--- config.mk ---
export PLATFORM = sky130hd
export DESIGN_NAME = block_adaptive_bit_unscrambler
export DESIGN_NICKNAME = d
export VERILOG_FILES = /design/src/hdl/bau_pkg.sv /design/src/hdl/bau_mem.sv /design/src/hdl/bau_seq.sv /design/src/hdl/block_adaptive_bit_unscrambler.sv
export SDC_FILE = /design/constraint.sdc
export NUM_CORES = 1
export LEC_CHECK = 0
export ABC_AREA = 1
export BUFFER_PORTS_ARGS = -buffer_cell sky130_fd_sc_hd__buf_4
export CAP_MARGIN = 10
export CORE_MARGIN = 1.5
export CORE_UTILIZATION = 30
export CTS_CLUSTER_DIAMETER = 150
export DETAILED_ROUTE_END_ITERATION = 6
export GPL_TIMING_DRIVEN = 0
export SYNTH_ARGS = -nofsm -noshare
export SYNTH_HDL_FRONTEND = slang
export SYNTH_SLANG_ARGS = --single-unit
export TNS_END_PERCENT = 100
--- constraint.sdc ---
create_clock -name clk_i -period 4.8 [get_ports clk_i]
set_input_delay 0.48 -clock clk_i [delete_from_list [all_inputs] [get_ports clk_i]]
set_output_delay 0.48 -clock clk_i [all_outputs]
set_load 0.02 [all_outputs]
--- src/hdl/bau_pkg.sv ---
// Shared types and constants of the block adaptive bit unscrambler.
package bau_pkg;

  localparam int MaxBlockDef = 64;
  localparam int BlockSizeW = 7;
  localparam logic [BlockSizeW-1:0] BlockSizeReset = 7'd4;

  typedef struct packed {
    logic in_bit;
    logic line_start;
  } in_item_t;

  typedef struct packed {
    logic out_bit;
    logic block_last;
  } out_item_t;

  typedef enum logic [1:0] {
    RuleAll    = 2'd0,
    RuleSecond = 2'd1,
    RuleThird  = 2'd2
  } rule_e;

  typedef enum logic {
    StFill = 1'b0,
    StEmit = 1'b1
  } state_e;

  typedef struct packed {
    logic wr_en;
    logic wr_bit;
    logic rd_en;
  } mem_ctl_t;

  function automatic logic [1:0] rule_step(input rule_e rule);
    logic [1:0] step;
    unique case (rule)
      RuleSecond: step = 2'd2;
      RuleThird:  step = 2'd3;
      default:    step = 2'd1;
    endcase
    return step;
  endfunction

endpackage

--- src/hdl/bau_mem.sv ---
// Block bit store: one write port, one registered read port.
module bau_mem #(
  parameter int MaxBlock = bau_pkg::MaxBlockDef,
  localparam int AW = (MaxBlock > 1) ? $clog2(MaxBlock) : 1
) (
  input  logic             clk_i,
  input  bau_pkg::mem_ctl_t ctl_i,
  input  logic [AW-1:0]    waddr_i,
  input  logic [AW-1:0]    raddr_i,
  output logic             rbit_o
);

  logic mem [MaxBlock];
  logic rbit_q;

  always_ff @(posedge clk_i) begin
    if (ctl_i.wr_en) begin
      mem[waddr_i] <= ctl_i.wr_bit;
    end
  end

  always_ff @(posedge clk_i) begin
    if (ctl_i.rd_en) begin
      rbit_q <= mem[raddr_i];
    end
  end

  assign rbit_o = rbit_q;

endmodule

--- src/hdl/bau_seq.sv ---
// Fill and emit sequencer with block decode and rule update.
module bau_seq #(
  parameter int MaxBlock = bau_pkg::MaxBlockDef,
  localparam int AW = (MaxBlock > 1) ? $clog2(MaxBlock) : 1,
  localparam int CW = $clog2(MaxBlock + 1)
) (
  input  logic               clk_i,
  input  logic               rst_ni,
  input  logic [CW-1:0]      size_i,
  input  logic               cfg_wr_i,
  input  logic               in_valid_i,
  output logic               in_stall_o,
  input  bau_pkg::in_item_t  in_item_i,
  output logic               out_valid_o,
  input  logic               out_stall_i,
  output bau_pkg::out_item_t out_item_o,
  output bau_pkg::mem_ctl_t  mem_ctl_o,
  output logic [AW-1:0]      mem_waddr_o,
  output logic [AW-1:0]      mem_raddr_o,
  input  logic               mem_rbit_i
);

  bau_pkg::state_e    state_q, state_d;
  bau_pkg::rule_e     rule_q, rule_eff, rule_next;
  logic [CW-1:0]      fill_q, idx, fill_next;
  logic [CW-1:0]      iss_cnt_q, ones_q, ones_new;
  logic [1:0]         phase_q, step;
  logic               rd_valid_q, rd_inv_q, rd_last_q;
  logic               out_valid_q;
  bau_pkg::out_item_t out_item_q;
  logic               emit_act, in_fire, blk_done, move, issue, inv_now, dec_bit;
  logic [CW:0]        ones_x2, size_x;

  assign in_fire = in_valid_i && !in_stall_o;

  always_comb begin
    if (in_item_i.line_start || fill_q >= size_i) begin
      idx = '0;
    end else begin
      idx = fill_q;
    end
    fill_next = idx + CW'(1);
    rule_eff  = in_item_i.line_start ? bau_pkg::RuleAll : rule_q;
    blk_done  = in_fire && (fill_next == size_i);
  end

  // read side: memory output register feeds the output register
  assign move    = rd_valid_q && (!out_valid_q || !out_stall_i);
  assign issue   = emit_act && (iss_cnt_q < size_i) && (!rd_valid_q || move);
  assign step    = bau_pkg::rule_step(rule_q);
  assign inv_now = ((CW+2)'(step) <= (CW+2)'(size_i)) && (phase_q == step);
  assign dec_bit = mem_rbit_i ^ rd_inv_q;

  always_comb begin
    ones_new = ones_q + CW'(dec_bit);
    ones_x2  = {ones_new, 1'b0};
    size_x   = {1'b0, size_i};
    priority if (ones_x2 == size_x) begin
      rule_next = bau_pkg::RuleAll;
    end else if (ones_x2 < size_x) begin
      rule_next = bau_pkg::RuleSecond;
    end else begin
      rule_next = bau_pkg::RuleThird;
    end
  end

  always_comb begin
    state_d = state_q;
    unique case (state_q)
      bau_pkg::StFill: begin
        if (blk_done) state_d = bau_pkg::StEmit;
      end
      bau_pkg::StEmit: begin
        if (move && rd_last_q) state_d = bau_pkg::StFill;
      end
      default: state_d = bau_pkg::StFill;
    endcase
  end

  always_comb begin
    unique case (state_q)
      bau_pkg::StEmit: begin
        in_stall_o = 1'b1;
        emit_act   = 1'b1;
      end
      default: begin
        in_stall_o = 1'b0;
        emit_act   = 1'b0;
      end
    endcase
  end

  always_ff @(posedge clk_i or negedge rst_ni) begin
    if (!rst_ni) begin
      state_q     <= bau_pkg::StFill;
      rule_q      <= bau_pkg::RuleAll;
      fill_q      <= '0;
      iss_cnt_q   <= '0;
      phase_q     <= 2'd1;
      ones_q      <= '0;
      rd_valid_q  <= 1'b0;
      out_valid_q <= 1'b0;
    end else begin
      state_q <= state_d;
      if (cfg_wr_i) begin
        fill_q <= '0;
      end else if (in_fire) begin
        fill_q <= blk_done ? '0 : fill_next;
      end
      if (in_fire) begin
        rule_q <= rule_eff;
      end else if (move && rd_last_q) begin
        rule_q <= rule_next;
      end
      if (blk_done) begin
        iss_cnt_q <= '0;
        phase_q   <= 2'd1;
      end else if (issue) begin
        iss_cnt_q <= iss_cnt_q + CW'(1);
        phase_q   <= (phase_q == step) ? 2'd1 : phase_q + 2'd1;
      end
      if (blk_done) begin
        ones_q <= '0;
      end else if (move) begin
        ones_q <= ones_new;
      end
      if (issue) begin
        rd_valid_q <= 1'b1;
      end else if (move) begin
        rd_valid_q <= 1'b0;
      end
      if (move) begin
        out_valid_q <= 1'b1;
      end else if (!out_stall_i) begin
        out_valid_q <= 1'b0;
      end
    end
  end

  always_ff @(posedge clk_i) begin
    if (issue) begin
      rd_inv_q  <= inv_now;
      rd_last_q <= (iss_cnt_q + CW'(1)) == size_i;
    end
    if (move) begin
      out_item_q.out_bit    <= dec_bit;
      out_item_q.block_last <= rd_last_q;
    end
  end

  assign out_valid_o      = out_valid_q;
  assign out_item_o       = out_item_q;
  assign mem_ctl_o.wr_en  = in_fire;
  assign mem_ctl_o.wr_bit = in_item_i.in_bit;
  assign mem_ctl_o.rd_en  = issue;
  assign mem_waddr_o      = idx[AW-1:0];
  assign mem_raddr_o      = iss_cnt_q[AW-1:0];

  a_no_fill_during_read: assert property (@(posedge clk_i) disable iff (!rst_ni)
    in_fire |-> !rd_valid_q)
    else $error("input transfer while a block read is in flight");

  a_last_ends_emit: assert property (@(posedge clk_i) disable iff (!rst_ni)
    (move && rd_last_q) |=> (state_q == bau_pkg::StFill))
    else $error("emission did not end after last bit");

  a_issue_bound: assert property (@(posedge clk_i) disable iff (!rst_ni)
    emit_act |-> (iss_cnt_q <= size_i))
    else $error("read count past block size");

  a_ones_bound: assert property (@(posedge clk_i) disable iff (!rst_ni)
    emit_act |-> (ones_q <= iss_cnt_q))
    else $error("ones count exceeds bits read");

endmodule

--- src/hdl/block_adaptive_bit_unscrambler.sv ---
// Top level of the block adaptive bit unscrambler.
// After a block's last bit transfers, the sequencer enters its emit state; each result then
// passes the memory read register and the output register. Results leave one per cycle
// while out_stall_i is low; input is stalled while a block is emitted.
// Reset clears control state and rules, sets block_size to 4; store contents stay undefined.
module block_adaptive_bit_unscrambler #(
  parameter int MaxBlock = bau_pkg::MaxBlockDef,
  localparam int AW = (MaxBlock > 1) ? $clog2(MaxBlock) : 1,
  localparam int CW = $clog2(MaxBlock + 1)
) (
  input  logic                              clk_i,
  input  logic                              rst_ni,
  input  logic                              cfg_valid_i,
  output logic                              cfg_ready_o,
  input  logic [bau_pkg::BlockSizeW-1:0]    cfg_block_size_i,
  input  logic                              in_valid_i,
  output logic                              in_stall_o,
  input  bau_pkg::in_item_t                 in_item_i,
  output logic                              out_valid_o,
  input  logic                              out_stall_i,
  output bau_pkg::out_item_t                out_item_o
);

  logic [bau_pkg::BlockSizeW-1:0] block_size_q;
  logic [CW-1:0]                  size_eff;
  logic                           cfg_wr;
  bau_pkg::mem_ctl_t              mem_ctl;
  logic [AW-1:0]                  mem_waddr, mem_raddr;
  logic                           mem_rbit;

  assign cfg_ready_o = 1'b1;
  assign cfg_wr      = cfg_valid_i && cfg_ready_o;

  always_ff @(posedge clk_i or negedge rst_ni) begin
    if (!rst_ni) begin
      block_size_q <= bau_pkg::BlockSizeReset;
    end else if (cfg_wr) begin
      block_size_q <= cfg_block_size_i;
    end
  end

  always_comb begin
    priority if (block_size_q == '0) begin
      size_eff = CW'(1);
    end else if (32'(block_size_q) > MaxBlock) begin
      size_eff = CW'(MaxBlock);
    end else begin
      size_eff = CW'(block_size_q);
    end
  end

  bau_seq #(
    .MaxBlock(MaxBlock)
  ) u_seq (
    .clk_i      (clk_i),
    .rst_ni     (rst_ni),
    .size_i     (size_eff),
    .cfg_wr_i   (cfg_wr),
    .in_valid_i (in_valid_i),
    .in_stall_o (in_stall_o),
    .in_item_i  (in_item_i),
    .out_valid_o(out_valid_o),
    .out_stall_i(out_stall_i),
    .out_item_o (out_item_o),
    .mem_ctl_o  (mem_ctl),
    .mem_waddr_o(mem_waddr),
    .mem_raddr_o(mem_raddr),
    .mem_rbit_i (mem_rbit)
  );

  bau_mem #(
    .MaxBlock(MaxBlock)
  ) u_mem (
    .clk_i  (clk_i),
    .ctl_i  (mem_ctl),
    .waddr_i(mem_waddr),
    .raddr_i(mem_raddr),
    .rbit_o (mem_rbit)
  );

endmodule

* Word-level counts from Yosys, hierarchy flattened
Memories as Yosys holds them, arrays and structs flattened. A register that Yosys moved wholly into a read port is not among the register bits. Index checks and enable logic that the tools add are counted.
Operators by class: bitwise gates (word level) 2, magnitude comparators 5, add/subtract/negate cells 4, reduce and logical (&&, ||, !) cells 21, muxes and demuxes 29, equality and inequality tests 8
Operator list (number):
- $mux 7 | 10
- $mux 2 | 8
- $add 7x1->7 const B | 2
- $eq 7x7->1 | 2
- $reduce_bool 2->1 | 5
- $mux 1 | 9
- $eq 8x7->1 | 1
- $lt 8x7->1 | 1
- $add 7x1->7 | 1
- $ge 7x7->1 | 1
- $gt 7x7->1 const B | 1
- $le 2x7->1 | 1
- $logic_and 1x1->1 | 7
- $logic_not 7->1 | 1
- $lt 7x7->1 | 1
- $logic_not 1->1 | 4
- $pmux 2 s2 | 1
- $logic_or 1x1->1 | 3
- $add 2x1->2 const B | 1
- $eq 2x1->1 const B | 1
- $eq 2x2->1 | 1
- $eq 2x2->1 const B | 1
- $ne 2x1->1 const B | 1
- $ne 2x2->1 const B | 1
- 4 further kinds | 4
Word-level totals: input port bits 14, word-level logic and storage cells 83, memories kept 1, output and inout port bits 5, RAM bits 64, register bits after elaboration 39
Memories:
- u_mem.mem | words 64, bits a word 1, rd ports 1, clocked after memory_dff 1, write ports 1, line bau_mem.sv:13 | logic mem [MaxBlock];

* Logic depth before layout (Yosys ltp)
Gate-level depths: netlist (run 1).
word-level depth 12, gate-level depth with buffers 25, depth with buffers taken out 24

* Hierarchy
A second synthesis (run 1) with hierarchy kept.
Second synthesis, totals: cell total of the unflattened synthesis 717, area, all modules 5997.0 um^2
Modules (own cells, without submodules):
- bau_mem | seq. area each 1951.9 um^2, area an instance 3055.4 um^2, cells an instance 314, times used 1
- bau_seq | seq. area each 822.0 um^2, area an instance 2601.2 um^2, cells an instance 363, times used 1
- block_adaptive_bit_unscrambler | seq. area each 176.4 um^2, area an instance 340.3 um^2, cells an instance 40, times used 1

* Least setup slack after synthesis (run 1)
Ideal clock, no wire load.
path type register -> register, start point register block_size_q[2] in the netlist's numbering, end point register u_seq.ones_q[6], data arrival time 2.940 ns, setup time 0.122 ns, data required time 4.678 ns, path buffers 1, setup slack 1.738 ns, cell stages (with the launch flop) 22, period minus slack after synthesis 3.062 ns, path through dfstp_2 nor2_1 nand3_1 nand2_1 nand2_1 ha_1 nand2_1 nand2_1 a21oi_4 nand2_1 nor2_1 ha_1 inv_1 nor2_4 nand3_1 nand3_1 nand2_1 nor2_2 nand2_2 nor2_4 buf_12 nor2_2
Between the ends: cells in the longest elaborated chain, start to end 10, elaborated cells between the ends (all ways) 12, classes of those cells add/sub (1); order compare (2); eq/ne (1); mux (4); reduce/logical (4)
Ends and longest elaborated chain:
- start, declared | line block_adaptive_bit_unscrambler.sv:24 | logic [bau_pkg::BlockSizeW-1:0] block_size_q;
- start signal, assigned | line block_adaptive_bit_unscrambler.sv:36 | block_size_q <= bau_pkg::BlockSizeReset;
- start signal, assigned | line block_adaptive_bit_unscrambler.sv:38 | block_size_q <= cfg_block_size_i;
- $gt 7x7->1 | line block_adaptive_bit_unscrambler.sv:45 | end else if (32'(block_size_q) > MaxBlock) begin
- $mux 7 | line block_adaptive_bit_unscrambler.sv:45
- $mux 7 (*) | line block_adaptive_bit_unscrambler.sv:43 | priority if (block_size_q == '0) begin
- $ge 7x7->1 | line bau_seq.sv:37 | if (in_item_i.line_start || fill_q >= size_i) begin
- $logic_or 1x1->1 | line bau_seq.sv:37
- $mux 7 | line bau_seq.sv:37
- $add 7x1->7 | line bau_seq.sv:42 | fill_next = idx + CW'(1);
- $eq 7x7->1 (*) | line bau_seq.sv:44 | blk_done = in_fire && (fill_next == size_i);
- $logic_and 1x1->1 (*) | line bau_seq.sv:44
- $mux 7 or $reduce_bool 2->1 (tied branches)
- end signal, assigned | line bau_seq.sv:125 | ones_q <= ones_new;
- end, declared | line bau_seq.sv:26 | logic [CW-1:0] iss_cnt_q, ones_q, ones_new;
Mark *: on every way between the ends. The rest lies on a longest branch, timed or not. A chain may end at the register's enable or synchronous reset.

* Worst setup path in the final report (run 1)
start point register block_size_q[4] in the netlist's numbering, end point register u_seq.iss_cnt_q[0]
Between the ends: cells in the longest elaborated chain, start to end 10, elaborated cells between the ends (all ways) 15, classes of those cells add/sub (1); order compare (3); eq/ne (1); mux (4); reduce/logical (6)
Ends and longest elaborated chain:
- $gt 7x7->1 | line block_adaptive_bit_unscrambler.sv:45
- $mux 7 | line block_adaptive_bit_unscrambler.sv:45
- $mux 7 (*) | line block_adaptive_bit_unscrambler.sv:43
- $ge 7x7->1 | line bau_seq.sv:37
- $logic_or 1x1->1 | line bau_seq.sv:37
- $mux 7 | line bau_seq.sv:37
- $add 7x1->7 | line bau_seq.sv:42
- $eq 7x7->1 | line bau_seq.sv:44
- $logic_and 1x1->1 | line bau_seq.sv:44
- $mux 7 or $reduce_bool 2->1 (tied branches)
- end signal, assigned | line bau_seq.sv:119 | iss_cnt_q <= iss_cnt_q + CW'(1);
- end, declared | line bau_seq.sv:26
Marks and branches as above.

==> results by group, run 1 <==
Floorplanning
  – IO Count: 19
  – Initial Util: 30.7%
  – Core ar.: 18700 um^2
  – Die Y: 141 um
  – Die X: 141 um
  – DIE AREA: 20000 um^2
  – FP Rows: 50

Worst setup path
  – Critical path, cell by cell: nor2_1 -> nand3_1 -> a21oi_1 -> ha_1 -> inv_1 -> nand2_1 -> nand2_1 -> nand2_1 -> nand2_2 -> nand2_1 -> nor2_1 -> ha_1 -> o21ai_0 -> a21oi_1 -> nand3_1 -> nor2_1 -> nand2_1 -> nor2_2 -> nand2_2 -> nor2_4 -> buf_12 -> nor2_2
  – Most used cell, CP: nand2_1
  – CP top delay family: simple AND/OR/NAND/NOR gates
  – Crit-path max FO: 10
  – Worst EP required: 5.05 ns
  – CP bufs+invs: 2
  – WP data arrival: 4.17 ns
  – CP Launch Type: flip-flop
  – Crit. End Element: flip-flop
  – Worst path max stage delay: 0.58 ns
  – Slowest CP cell: a21oi_1
  – Worst setup path category: reg -> reg
  – Reg-to-reg slack, setup: 0.88 ns

STA
  – Slew margin rel.: 51.9%
  – Unrepaired setup endpoints after global routing: false
  – Skew final: 0.0128 ns
  – Final period util: 81.6%
  – Final Hold Viols: 0
  – Final setup fails: 0
  – Fin crit period: 3.92 ns
  – Max Slew Vio Count: 0
  – Worst slew pin tran: 0.721 ns
  – Maximum clock rate: 255 MHz
  – Final setup TNS: 0 ns

Power and ir drop
  – Power after layout: 2990 uW
  – Peak supply drop: 157 uV
  – Cell Pwr Density: 465 nW/um^2
  – Pleak: 0.00253 uW

Global routing
  – Vias in the first global route: 4278
  – Initial antenna violation count: 0
  – First-pass GRT wire length: 22.6 mm
  – Total track usage: 14.9%
  – Congestion Overflow GR: 0
  – Largest net degree at the start of global routing: 65

Cells and area
  – Diode count: 0
  – Area grow syn2layout: 12.2%
  – Layout cell share with drive strength beyond 1: 9.96%
  – # nets final: 719

Placed design
  – Gp weighted congestion: 0.790
  – DP HPWL: 9.53 mm
  – Port Buffers: 17

Synthesis
  – Mean post-synth cell area: 8.83 um^2
  – Most common cell in the netlist: nor2_1
  – Synth Cell Area: 5740 um^2
  – Yosys reg bits: 104
  – EDFF count, synth: 69
  – Synth Warn #: 0
  – Ys async rst share: 33.7%
  – Post-Syn Instances: 650
  – Top cell type's share of synthesized area: 36.1%
  – Synth unique cells: 37
  – Top post-synthesis cells by count: nor2_1, nand2_1, edfxtp_1, o21ai_0, inv_1
  – Sequential fraction of the synthesis area: 51.4%
  – Main synth FF type: edfxtp_1
  – Ranking of synthesized cells by area: edfxtp_1, dfrtp_1, nor2_1
  – Largest area contributor in the netlist: edfxtp_1
  – Mapped Nets: 691

Clock network
  – Htree depth: 3
  – Clock-pin slew on the worst setup and hold paths: 0.07 ns
  – CTS buffer count: 9
  – Sink Count: 104
  – CTS tree: yes
  – Max clock buf depth: 2
  – Root Driver: clkbuf_16
  – Later-pin clock latency in the skew report: 0.37 ns
  – Post_cts resized: 0
  – Postcts setup bufs: 0
  – Hold buffers post-CTS: 0

Routing
  – # DRC: 0
  – Vias per cell: 4.87
  – First-pass iteration count of the detailed router: 5
  – Routed wire length: 14.1 mm
  – Vias: 4464
  – Antenna viol nets, final: 0
  – Routed len/inst: 15.3 um
  – Initial DRC count: 330

Worst hold path
  – Hold Path Class: in -> async

Run status
  – Outcome: finished clean

Run
  – Max_cap viols: 0
final cells by class:
| class | count | area (um^2) |
|---|---|---|
| sequential | 104 | 2950 |
| inverter | 62 | 233 |
| timing repair buffer | 17 | 128 |
| clock inverter | 5 | 37.5 |
| clock buffer | 11 | 243 |
| fill | 1908 | 12300 |
| tap | 234 | 293 |
| multi-input combinational | 467 | 2460 |
| buffer | 17 | 92.6 |
routing by layer:
layer  vias to the layer above  track usage (%)  part of all wire, %
met5                         -                0                    0
met4                         0             6.52                  2.2
met3                        18             2.33                  2.9
met2                        69             24.4                   47
met1                      2134             19.7                   48
li1                       2243                -                    -
cells by family (layout without fill, tap and decap cells):
| kind of cell | Yosys count | in the layout | synth area share [%] |
|---|---|---|---|
| buffers and inverters | 79 | 112 | 5.67 |
| AND/OR/NAND/NOR | 310 | 310 | 22.9 |
| adder cells (fa/ha/maj) | 27 | 27 | 5.89 |
| AO/OA/AOI/OAI | 105 | 105 | 10.3 |
| other | 1 | 1 | 0.0653 |
| XOR/XNOR | 18 | 18 | 2.75 |
| multiplexers | 6 | 6 | 1.09 |
| flip-flops | 104 | 104 | 51.4 |
registers in the layout (all words and copies together), names as in the netlist:
signal and flops:
u_mem.mem 64, block_size_q 7, u_seq.fill_q 7, u_seq.iss_cnt_q 7, u_seq.ones_q 7, u_seq.out_item_o 2, u_seq.phase_q 2, u_seq.rule_q 2
u_mem.rbit_o 1, u_seq.out_valid_o 1, u_seq.rd_inv_q 1, u_seq.rd_last_q 1, u_seq.rd_valid_q 1, u_seq.state_q 1
cell usage in the layout (no fill, tap or decap), types with 5 or more instances in the layout:
master,count
dfrtp_1,33
clkbuf_16,9
edfxtp_1,69
nand4_1,6
o211ai_1,5
nand3_1,35
o22ai_1,17
inv_1,61
clkbuf_1,11
xor2_1,16
o21ai_0,63
nor2_1,140
nand2_1,100
nor2_2,14
ha_1,27
a21oi_1,13
buf_4,19
path summary, 6_finish.rpt:
path | start | end | depth (start not counted)
setup / recovery | block_size_q[4]$_DFFE_PN0P_ | u_seq.iss_cnt_q[0]$_DFFE_PN0P_ | 22
hold / removal | rst_ni | u_seq.ones_q[5]$_DFFE_PN0P_ | 1
setup reg to reg | block_size_q[4]$_DFFE_PN0P_ | u_seq.iss_cnt_q[0]$_DFFE_PN0P_ | 22
hold reg to reg | u_seq.rd_valid_q$_DFFE_PN0P_ | u_seq.out_valid_o$_DFFE_PN0P_ | 2
max in group asynchronous | rst_ni | block_size_q[2]$_DFFE_PN1P_ | 1
min in group clk_i | cfg_block_size_i[0] | block_size_q[0]$_DFFE_PN0P_ | 3
power by group:
group	internal, uW	switching, uW
sequential	1070	88.7
clock	369	350
combinational	402	714
total	1840	1150
metrics by stage:
| stage | setup WS [ns] | hold WS (ns) | cell area (um^2) | utilization (%) | std cells |
|---|---|---|---|---|---|
| floorplan | 1.74 | 0.184 | 5740 | - | 650 |
| global placement | 0.941 | 0.459 | 6160 | 32.9 | 901 |
| detailed placement | 0.880 | 0.467 | 6160 | 32.9 | 901 |
| CTS | 0.863 | 0.0863 | 6440 | 34.4 | 917 |
| global route | 0.573 | 0.102 | 6440 | 34.4 | 917 |
| finish | 0.882 | 0.0740 | 6440 | 34.4 | 917 |
Power figures use the tool's default switching activity.
==> run 2: changes to the inputs <==
Clock period 4.8 ns to 4.1 ns, I/O delays scaled along.
==> results by group, run 2 (synthesized netlist as in run 1, its figures left out) <==
STA
  – Slew margin rel.: 56.5%
  – Skew final: 0.0126 ns
  – Unrepaired setup endpoints after global routing: false
  – Final setup TNS: 0 ns
  – Maximum clock rate: 264 MHz
  – Fin crit period: 3.79 ns
  – Max Slew Vio Count: 0
  – Final setup fails: 0
  – Final Hold Viols: 0
  – Worst slew pin tran: 0.651 ns
  – Final period util: 92.5%
  – Hold Slack: 0.00536 ns

Cells and area
  – Most frequent cells in the layout: nor2_1, nand2_1, edfxtp_1
  – Diode count: 0
  – Largest Register: u_mem.mem
  – # nets final: 719
  – Sequential cell area: 2950 um^2
  – Number of fill cells: 1909
  – Multi-input logic area: 2470 um^2
  – Commonest non-fill, non-tap cell in the layout: nor2_1
  – Final Core Density: 34.5%
  – Max reg flops: 64
  – Area grow syn2layout: 12.3%
  – Layout cell share with drive strength beyond 1: 10.2%

Routing
  – Vias per cell: 4.88
  – Detail Route met2 WL: 6.61 mm
  – First-pass iteration count of the detailed router: 5
  – Top sig layer: met4
  – WL met3: 479 um
  – Routed len/inst: 15.3 um
  – # DRC: 0
  – Antenna viol nets, final: 0
  – Routed wire length: 14.1 mm
  – DRT met1 WL: 6.66 mm
  – Vias: 4471
  – Initial DRC count: 331

Floorplanning
  – Die X: 141 um
  – DIE AREA: 20000 um^2
  – FP Rows: 50
  – IO Count: 19
  – Die Y: 141 um
  – Initial Util: 30.7%
  – Core ar.: 18700 um^2

Power and ir drop
  – Peak supply drop: 184 uV
  – Cell Pwr Density: 543 nW/um^2
  – Pleak: 0.00253 uW
  – Power after layout: 3500 uW

Worst hold path
  – Hold Path Class: in -> async

Run
  – Max_cap viols: 0

Clock network
  – Max clock buf depth: 2
  – Clock-pin slew on the worst setup and hold paths: 0.07 ns
  – Hold buffers post-CTS: 0
  – CTS tree: yes
  – Postcts setup bufs: 0
  – CTS buffer count: 9
  – Htree depth: 3
  – Root Driver: clkbuf_16
  – Later-pin clock latency in the skew report: 0.37 ns
  – Post_cts resized: 0
  – Sink Count: 104

Placed design
  – Gp weighted congestion: 0.790
  – DP HPWL: 9.53 mm
  – Port Buffers: 17

Worst setup path
  – Worst setup path category: reg -> reg
  – Crit. End Element: flip-flop
  – R2r startpoint: block_size_q[2]$_DFFE_PN1P_
  – WP data arrival: 4.04 ns
  – CP Capture Point: u_seq.iss_cnt_q[0]$_DFFE_PN0P_
  – Crit-path max FO: 10
  – CP Launch Type: flip-flop
  – R2R depth: 21
  – Worst EP required: 4.35 ns
  – Reg-to-reg slack, setup: 0.31 ns
  – RR Endpoint: u_seq.iss_cnt_q[0]$_DFFE_PN0P_
  – Crit path launch: block_size_q[2]$_DFFE_PN1P_

Global routing
  – Largest net degree at the start of global routing: 65
  – Total track usage: 14.9%
  – First-pass GRT wire length: 22.6 mm
  – Congestion Overflow GR: 0
  – Initial antenna violation count: 0
  – Vias in the first global route: 4278

Run status
  – Outcome: finished clean
==> run 2: cell counts in the layout (fill, tap and decap cells not counted) <==
No cell type changed its count.
==> run 2: routing by layer <==
layer / vias up / GRT usage, %
met5: - / 0
met4: 0 / 6.52
met3: 18 / 2.33
met2: 79 / 24.4
met1: 2134 / 19.7
li1: 2240 / -
==> run 2: worst min-delay path by stage <==
stage	endpoint	slack, ns	cells past startpoint	startpoint
finish	u_seq.ones_q[5]$_DFFE_PN0P_	0.005	1	rst_ni
detailed placement	u_seq.ones_q[4]$_DFFE_PN0P_	0.41	1	rst_ni
global placement	u_seq.ones_q[4]$_DFFE_PN0P_	0.41	1	rst_ni
global route	u_seq.ones_q[5]$_DFFE_PN0P_	0.03	1	rst_ni
floorplan	block_size_q[0]$_DFFE_PN0P_	0.11	0	rst_ni
CTS	u_seq.ones_q[2]$_DFFE_PN0P_	0.02	1	rst_ni
==> run 2: power breakdown <==
group / leakage, uW / switching, uW / internal [uW]
combinational: 0.00134 / 836 / 471
sequential: 0.00107 / 103 / 1250
clock: 0.000133 / 411 / 432
total: 0.00253 / 1350 / 2150
==> run 2: stage by stage <==
stage          setup WS [ns]  std cells  area, um^2
6_report               0.306        917        6450
5_1_grt               0.0184        917        6450
3_5_place_dp           0.180        901        6160
4_1_cts                0.163        917        6440
3_3_place_gp           0.241        901        6160
2_1_floorplan           1.04        650        5740
==> run 2: area by class of cell <==
class	instances	area share [%]
Clock buffer	11	3.77
Sequential cell	104	45.8
Timing Repair Buffer	17	1.98
Multi-Input combinational cell	467	38.3
Buffer	17	1.44
Tap cell	234	4.54
Clock inverter	5	0.582
Inverter	62	3.61
==> run 2: critical path: stages (launching register included) <==
cell and delay [ns]:
dfstp_2 0.54, nor2_1 0.04, nand3_1 0.11, nand2_1 0.09, nand2_1 0.30, ha_1 0.32
a21oi_1 0.15, nand2_1 0.08, nand2_2 0.15, nand2_1 0.16, nor2_1 0.27, ha_1 0.22
o21ai_0 0.09, a21oi_1 0.14, nand3_1 0.09, nor2_1 0.19, nand2_1 0.09, nor2_2 0.09
nand2_2 0.08, nor2_4 0.21, buf_12 0.19, nor2_2 0.04
